**config.mk**
```make
export PLATFORM = sky130hd
export DESIGN_NAME = motor_feedback_frame_parser
export DESIGN_NICKNAME = d
export VERILOG_FILES = /design/src/design/mfp_pkg.sv /design/src/design/mfp_frame_asm.sv /design/src/design/motor_feedback_frame_parser.sv
export SDC_FILE = /design/constraint.sdc
export NUM_CORES = 1
export LEC_CHECK = 0
export BUFFER_PORTS_ARGS = -buffer_cell sky130_fd_sc_hd__buf_2
export CORE_MARGIN = 2
export CORE_UTILIZATION = 28
export DETAILED_ROUTE_END_ITERATION = 10
export SLEW_MARGIN = 20
export SYNTH_ARGS = -nofsm -noshare
export SYNTH_HDL_FRONTEND = slang
export SYNTH_HIERARCHICAL = 1
export SYNTH_SLANG_ARGS = --single-unit
```
**constraint.sdc**
```tcl
create_clock -name clk_i -period 6.3 [get_ports clk_i]
set_input_delay 0 -clock clk_i [delete_from_list [all_inputs] [get_ports clk_i]]
set_output_delay 0 -clock clk_i [all_outputs]
set_load 0.02 [all_outputs]
```
**src/design/mfp_pkg.sv**
```systemverilog
`timescale 1ns / 1ps
package mfp_pkg;

  // frame layout
  localparam int unsigned FrameBody  = 9;
  localparam int unsigned FrameTotal = 10;
  localparam logic [7:0]  CrcPoly    = 8'h8C;

  // input kinds carried on tuser
  localparam logic ActByte = 1'b0;
  localparam logic ActIdle = 1'b1;

  typedef enum logic [1:0] {
    ST_OK      = 2'd0,
    ST_CRC_ERR = 2'd1,
    ST_SHORT   = 2'd2
  } status_e;

  // one result item from the frame assembler
  typedef struct packed {
    logic               valid;
    status_e            status;
    logic [7:0]         motor_id;
    logic [7:0]         drive_mode;
    logic signed [15:0] current_raw;
    logic signed [15:0] speed_rpm;
    logic [15:0]        angle_raw;
    logic [7:0]         fault_code;
    logic [3:0]         byte_total;
  } result_t;

  // reflected crc-8, one byte, lsb first
  function automatic logic [7:0] crc8_feed(input logic [7:0] crc_in,
                                           input logic [7:0] data_in);
    logic [7:0] crc;
    logic [7:0] b;
    logic       mix;
    crc = crc_in;
    b   = data_in;
    for (int i = 0; i < 8; i++) begin
      mix = crc[0] ^ b[0];
      crc = crc >> 1;
      if (mix) begin
        crc = crc ^ CrcPoly;
      end
      b = b >> 1;
    end
    return crc;
  endfunction

endpackage

```
**src/design/mfp_frame_asm.sv**
```systemverilog
`timescale 1ns / 1ps
module mfp_frame_asm
  import mfp_pkg::*;
(
  input  logic       clk_i,
  input  logic       rst_ni,
  input  logic       step_i,
  input  logic       action_i,
  input  logic [7:0] byte_i,
  output result_t    res_o
);

  logic [3:0] idx_q, idx_d;
  logic [7:0] crc_q, crc_d;
  logic [7:0] store_q [FrameBody];
  logic       store_we;

  // decode the held item against the frame state
  always_comb begin
    idx_d    = idx_q;
    crc_d    = crc_q;
    store_we = 1'b0;
    res_o    = '0;
    res_o.status = ST_OK;
    if (action_i == ActIdle) begin
      // idle line ends a partial frame
      if (idx_q != 4'd0) begin
        res_o.valid      = 1'b1;
        res_o.status     = ST_SHORT;
        res_o.byte_total = idx_q;
        idx_d            = 4'd0;
        crc_d            = 8'd0;
      end
    end else if (idx_q < 4'(FrameBody)) begin
      // body byte: store and fold into crc
      store_we = 1'b1;
      crc_d    = crc8_feed(crc_q, byte_i);
      idx_d    = idx_q + 4'd1;
    end else begin
      // check byte closes the frame
      res_o.valid       = 1'b1;
      res_o.status      = (byte_i == crc_q) ? ST_OK : ST_CRC_ERR;
      res_o.motor_id    = store_q[0];
      res_o.drive_mode  = store_q[1];
      res_o.current_raw = {store_q[2], store_q[3]};
      res_o.speed_rpm   = {store_q[4], store_q[5]};
      res_o.angle_raw   = {store_q[6], store_q[7]};
      res_o.fault_code  = store_q[8];
      res_o.byte_total  = 4'(FrameTotal);
      idx_d             = 4'd0;
      crc_d             = 8'd0;
    end
  end

  // frame state
  always_ff @(posedge clk_i or negedge rst_ni) begin
    if (!rst_ni) begin
      idx_q <= 4'd0;
      crc_q <= 8'd0;
    end else if (step_i) begin
      idx_q <= idx_d;
      crc_q <= crc_d;
    end
  end

  // frame body bytes
  always_ff @(posedge clk_i) begin
    if (step_i && store_we) begin
      store_q[idx_q] <= byte_i;
    end
  end

endmodule

```
**src/design/motor_feedback_frame_parser.sv**
```systemverilog
`timescale 1ns / 1ps
// Motor feedback frame parser. Each input item is either a received byte
// (tuser 0) or an idle-line mark (tuser 1). Ten bytes make a frame; the
// running CRC-8 (reflected, poly 0x8C, init 0) over bytes 0..8 is checked
// against byte 9 and one result item gives the raw fields with status ok
// or CRC error. An idle mark after 1..9 bytes gives a short-frame result
// with zero fields and restarts assembly; idle with nothing pending gives
// nothing. One item is accepted per cycle at full rate; a result item is
// presented on the output once its input item has passed the input
// register, then the result register; the whole per-byte CRC update is
// combinational between them. The input stalls only while a result
// waits unaccepted and the held input item would produce another result.
// No clearing pass is needed after reset.
module motor_feedback_frame_parser
  import mfp_pkg::*;
(
  input  logic        clk_i,
  input  logic        rst_ni,
  input  logic        s_axis_tvalid,
  output logic        s_axis_tready,
  input  logic [7:0]  s_axis_tdata,  // [7:0] data_byte
  input  logic        s_axis_tuser,  // [0] action
  output logic        m_axis_tvalid,
  input  logic        m_axis_tready,
  // [7:0] motor_id, [15:8] drive_mode, [31:16] current_raw,
  // [47:32] speed_rpm, [63:48] angle_raw, [71:64] fault_code,
  // [75:72] byte_total, [79:76] zero
  output logic [79:0] m_axis_tdata,
  output logic [1:0]  m_axis_tuser   // [1:0] status
);

  logic       in_vld_q;
  logic       in_act_q;
  logic [7:0] in_byte_q;
  logic       advance;
  result_t    res;
  logic        out_vld_q;
  logic [79:0] out_data_q;
  status_e     out_stat_q;

  // input stage moves on unless its result would hit a full output
  assign advance       = in_vld_q && (!res.valid || !out_vld_q || m_axis_tready);
  assign s_axis_tready = !in_vld_q || advance;

  // input register
  always_ff @(posedge clk_i or negedge rst_ni) begin
    if (!rst_ni) begin
      in_vld_q <= 1'b0;
    end else if (s_axis_tready) begin
      in_vld_q <= s_axis_tvalid;
    end
  end

  always_ff @(posedge clk_i) begin
    if (s_axis_tready && s_axis_tvalid) begin
      in_act_q  <= s_axis_tuser;
      in_byte_q <= s_axis_tdata;
    end
  end

  mfp_frame_asm u_asm (
    .clk_i    (clk_i),
    .rst_ni   (rst_ni),
    .step_i   (advance),
    .action_i (in_act_q),
    .byte_i   (in_byte_q),
    .res_o    (res)
  );

  // result register
  always_ff @(posedge clk_i or negedge rst_ni) begin
    if (!rst_ni) begin
      out_vld_q <= 1'b0;
    end else if (advance && res.valid) begin
      out_vld_q <= 1'b1;
    end else if (m_axis_tready) begin
      out_vld_q <= 1'b0;
    end
  end

  always_ff @(posedge clk_i) begin
    if (advance && res.valid) begin
      out_stat_q <= res.status;
      out_data_q <= {4'd0, res.byte_total, res.fault_code, res.angle_raw,
                     res.speed_rpm, res.current_raw, res.drive_mode,
                     res.motor_id};
    end
  end

  assign m_axis_tvalid = out_vld_q;
  assign m_axis_tdata  = out_data_q;
  assign m_axis_tuser  = out_stat_q;

endmodule

```
---- Word level (Yosys, flattened, before mapping) ----
Memories as Yosys holds them, arrays and structs flattened.
Cells that the tools add are included.
cells by class
  add/sub/neg operators ................... 1
  $lt $le $gt $ge ......................... 1
  eq/ne operators ......................... 2
  muxes and demuxes ....................... 40
  bitwise logic cells ..................... 16
  reductions and logical operators ........ 14
operators with widths
  cell                   count
  $mux W8                25
  $mux W79               1
  $not A2 Y3             8
  $mux W4                5
  $eq A8 B8 Y1           1
  $xor A1 B1 Y1          8
  $mux W1                7
  $mux W3                2
  $add A4 B1 Y4 const B  1
  $logic_and A1 B1 Y1    4
  $lt A4 B4 Y1 const B   1
  $reduce_bool A4 Y1     1
  $logic_not A1 Y1       3
  $logic_or A1 B1 Y1     3
  $ne A2 B1 Y1 const B   1
  $reduce_and A2 Y1      1
  $reduce_bool A2 Y1     1
  $reduce_or A2 Y1       1
storage, ports and cells
  register bits after elaboration ......... 101
  RAM bits ................................ 72
  input bits .............................. 13
  output and inout bits ................... 84
  word-level logic and storage cells ...... 84
  memories ................................ 1
memories
  memory         depth  bits a word  rd ports  clocked after memory_dff  wr ports  line                 RTL
  u_asm.store_q  9      8            9         0                         1         mfp_frame_asm.sv:15  logic [7:0] store_q [FrameBody];

---- Logic depth before layout (Yosys ltp) ----
  depth after elaboration ................. 32
  gate-level depth with buffers ........... 10
  depth with buffers taken out ............ 10

---- Modules after synthesis ----
The synthesis kept the hierarchy.
by module, submodules not included
  module                       times used  cells an instance  area each (sq um)  seq. area each (sq um)
  mfp_frame_asm                1           250                3590.9             2462.4
  motor_feedback_frame_parser  1           102                2752.6             2662.6

---- Least setup slack after synthesis ----
OpenSTA, ideal clock, no wires.
  path kind ............................... reg2reg
  from .................................... register u_asm.idx_q[0]
  to ...................................... register out_data_q[0] (netlist: m_axis_tdata[0]) (enable)
  library setup time ...................... 0.515 ns
  data arrival time ....................... 4.626 ns
  setup slack ............................. 1.159 ns
  stages on the path, launching flop included .. 7
  path buffers ............................ 0
  path through ............................ dfrtp_1 inv_1 ha_1 nor3b_1 a21oi_1 nand2_1 nor2_1
RTL lines
  what                    line                               RTL
  from (decl)             mfp_frame_asm.sv:13                logic [3:0] idx_q, idx_d;
  from (signal assigned)  mfp_frame_asm.sv:61                idx_q <= idx_d;
  to (signal assigned)    motor_feedback_frame_parser.sv:84  out_data_q <= {4'd0, res.byte_total, res.fault_code, res.angle_raw,
  to (decl)               motor_feedback_frame_parser.sv:38  logic [79:0] out_data_q;

==> results.sh <==
export IMPL_critical_path_class="flip-flop to flip-flop"
export IMPL_core_area_um2=22400
export IMPL_cts_clk_slew_worst_paths_ns=0.06
export IMPL_timing_final_crit_period_ns=3.61
export IMPL_slew_headroom=0.316
export IMPL_vias=3152
export IMPL_highest_layer="met4"
export IMPL_r2r_cells=8
export IMPL_p_seq_frac=0.462
export IMPL_drtAntennaViolNets=0
export IMPL_clk_latency_ns=0.43
export IMPL_postSynthCellCount=352
export IMPL_worst_pin_slew_ns=1.02
export IMPL_syn_area_um2=6340
export IMPL_holdWs_ns=0.0144
export IMPL_wl_met2_um=5730
export IMPL_finalMaxSlewViolations=0
export IMPL_numCtsBuffers=17
export IMPL_fmax_mhz=277
export IMPL_cp_arrival_ns=3.67
export IMPL_gr_total_overflow=0
export IMPL_power_net_switching_w=0.000913
export IMPL_cts_tree="done"
export IMPL_critPathRequiredTime_ns=6.36
export IMPL_drt_met1_wl_um=5330
export IMPL_drt_wl_total_um=12100
export IMPL_num_fill_cells=2113
export IMPL_dieWidth_um=155
export IMPL_design_portCount=97
export IMPL_dieArea_um2=23900
export IMPL_nNetsFinal=485
export IMPL_ff2ff_setup_slack_ns=2.69
export IMPL_avgSynthCellArea_um2=18.0
export IMPL_clockRootBuffer="clkbuf_16"
export IMPL_totalNegativeSetupSlack_ns=0
export IMPL_synth_area_top_cells="edfxtp_1 75%, and2_1 8.1%, dfrtp_1 5.5%"
export IMPL_diodes=0
export IMPL_drtIter0Drc=207
export IMPL_total_power_w=0.00333
export IMPL_yosysMostFrequentCell="edfxtp_1"
export IMPL_synth_commonest_cells="159 x edfxtp_1, 82 x and2_1, 15 x nand2_1"
export IMPL_portBuffers=92
export IMPL_synth_edf_count=159
export IMPL_p_comb_frac=0.200
export IMPL_first_global_vias=3266
export IMPL_swShare=0.274
export IMPL_antenna_found_initial=0
export IMPL_status="finished clean"
export IMPL_rsz0062_at_grt="no"
export IMPL_drc_errors=0
export IMPL_setup_viol=0
export IMPL_final_hold_viol_count=0
export IMPL_crit_fanout=41
export IMPL_min_path_type="input port to async pin"
export IMPL_areaGrowthSynthToFinish_pct=24.9
export IMPL_clkPwrFrac=0.338
export IMPL_power_density_nw_per_um2=420
export IMPL_p_leak_nw=2.95
export IMPL_grt_first_pass_wirelength_um=18800
export IMPL_hpwl_um=8130
export IMPL_grt_max_degree=74
export IMPL_cap_violations=0
export IMPL_h_tree_depth=4
export IMPL_peakVddDrop_uv=188
export IMPL_vias_per_cell=4.13
export IMPL_gp_congestion=0.816
export IMPL_worstReg2RegStart="u_asm/idx_q[0]$_DFFE_PN0P_"
export IMPL_ff_latch_area_um2=5120
export IMPL_drive_gt1_frac=0.278
export IMPL_p_int_w=0.00242
export IMPL_yosys_warnings=6
export IMPL_wl_per_cell_um=15.8
export IMPL_async_flop_share=0.0809
export IMPL_grt_total_usage=0.107
export IMPL_num_rows=55
export IMPL_clock_path_buffers=2
export IMPL_die_h_um=155
export IMPL_cts_sinks=173
export IMPL_dr_wl_met3_um=854
export IMPL_fin_skew_ns=0.00973
export IMPL_worst_setup_path_end_kind="flip-flop"
export IMPL_worst_r2r_endpoint="m_axis_tdata[73]$_DFFE_PP_"
export IMPL_crit_path_start_kind="flip-flop"
export IMPL_yosysTopAreaCell="edfxtp_1"
export IMPL_synth_top_area_frac=0.753
export IMPL_drt_pass1_iterations=4
export IMPL_yosysSeqAreaShare=0.808
export IMPL_synth_seq_cells=173
export IMPL_start_util=0.283
export IMPL_synthDistinctLibCells=36
export IMPL_ys_flop_type="edfxtp_1"
export IMPL_multi_input_area_um2=1160
export IMPL_fin_crit_sh=0.574
export IMPL_postCtsSetupBuffers=0
logic make-up after synthesis:
family / after synthesis / synth area share
flops: 173 / 0.808
simple gates: 113 / 0.106
compound gates: 21 / 0.0211
xor+xnor: 20 / 0.0408
buf+inv: 19 / 0.0140
fa+ha+maj: 5 / 0.00986
other cells: 1 / 0.000591
worst max-delay path, stage by stage (launching register included):
cell	delay [ns]
dfrtp_1	0.45
inv_1	0.14
ha_1	0.23
nand2b_1	0.13
nand2_1	0.15
a21oi_1	0.52
nand2_1	0.18
nor2_4	0.81
buf_4	0.59
power by group through the flow:
stage | Combinational, W | Clock (W) | Sequential [W]
floorplan | 0.000360 | 0 | 0.00166
finish | 0.000665 | 0.00113 | 0.00154
detailed placement | 0.000659 | 0 | 0.00157
CTS | 0.000670 | 0.00115 | 0.00154
global placement | 0.000639 | 0 | 0.00156
global route | 0.000721 | 0.00120 | 0.00156
layout by cell type, fill, tap and decap left out, types with 2 or more instances in the layout:
cell	synthesis	routed
a21oi_1	3	3
and2_1	82	82
buf_2	2	92
bufinv_16	0	5
clkbuf_1	8	2
clkbuf_16	0	17
clkinv_2	0	2
clkinv_4	0	2
conb_1	1	4
dfrtp_1	14	14
dlygate4sd3_1	0	13
edfxtp_1	159	159
ha_1	5	5
inv_1	5	5
inv_8	0	2
nand2_1	15	15
nand2b_1	3	3
nor2_4	0	2
nor3_1	4	3
nor3b_1	2	2
o21a_1	2	2
o21ai_0	8	8
xnor2_1	9	9
xnor3_1	2	2
xor2_1	4	4
xor2_2	2	2
state kept, by name, summed over array words and instances (netlist names):
name / count
in_vld_q: 1
m_axis_tdata: 76
in_act_q: 1
in_byte_q: 8
u_asm/idx_q: 4
m_axis_tuser: 2
m_axis_tvalid: 1
u_asm/store_q: 72
u_asm/crc_q: 8
stage by stage:
step / area [um2] / instances / utilization / worst slack [ns]
final: 7920 / 764 / 0.353 / 2.69
after detailed placement: 7120 / 719 / 0.318 / 2.40
after CTS: 7900 / 763 / 0.352 / 2.39
after floorplan: 6350 / 355 / - / 1.16
after global placement: 7120 / 719 / 0.318 / 2.76
after global routing: 7920 / 764 / 0.353 / 2.42
worst max-delay path by stage:
stage                                from                             to  slack (ns)
6_report       u_asm/idx_q[0]$_DFFE_PN0P_     m_axis_tdata[73]$_DFFE_PP_        2.69
5_1_grt        u_asm/idx_q[0]$_DFFE_PN0P_  u_asm/store_q[8][1]$_DFFE_PP_        2.42
4_1_cts        u_asm/idx_q[0]$_DFFE_PN0P_  u_asm/store_q[8][1]$_DFFE_PP_        2.39
3_5_place_dp   u_asm/idx_q[0]$_DFFE_PN0P_  u_asm/store_q[8][6]$_DFFE_PP_        2.40
3_3_place_gp   u_asm/idx_q[0]$_DFFE_PN0P_  u_asm/store_q[8][4]$_DFFE_PP_        2.76
2_1_floorplan  u_asm/idx_q[0]$_DFFE_PN0P_      m_axis_tdata[0]$_DFFE_PP_        1.16
per-layer routing:
layer | GRT usage | vias to the layer above
li1 | - | 1492
met1 | 0.132 | 1538
met2 | 0.172 | 105
met3 | 0.0384 | 17
met4 | 0.0459 | 0
met5 | 0 | -
repair_timing:
| item | CTS | global route |
|---|---|---|
| hold buffers | 13 | 0 |
| resized for setup | 0 | 0 |
| endpoints found under the setup margin | 0 | 0 |
| hold endpoints to repair | 25 | 0 |
cell type report:
cell class                      instances  area share
Timing Repair Buffer                  107      0.0780
Clock buffer                           19      0.0547
Inverter                                5     0.00237
Clock inverter                         12      0.0264
Tap cell                              285      0.0450
Sequential cell                       173       0.647
Multi-Input combinational cell        163       0.147
Power figures use the tool's default switching activity.
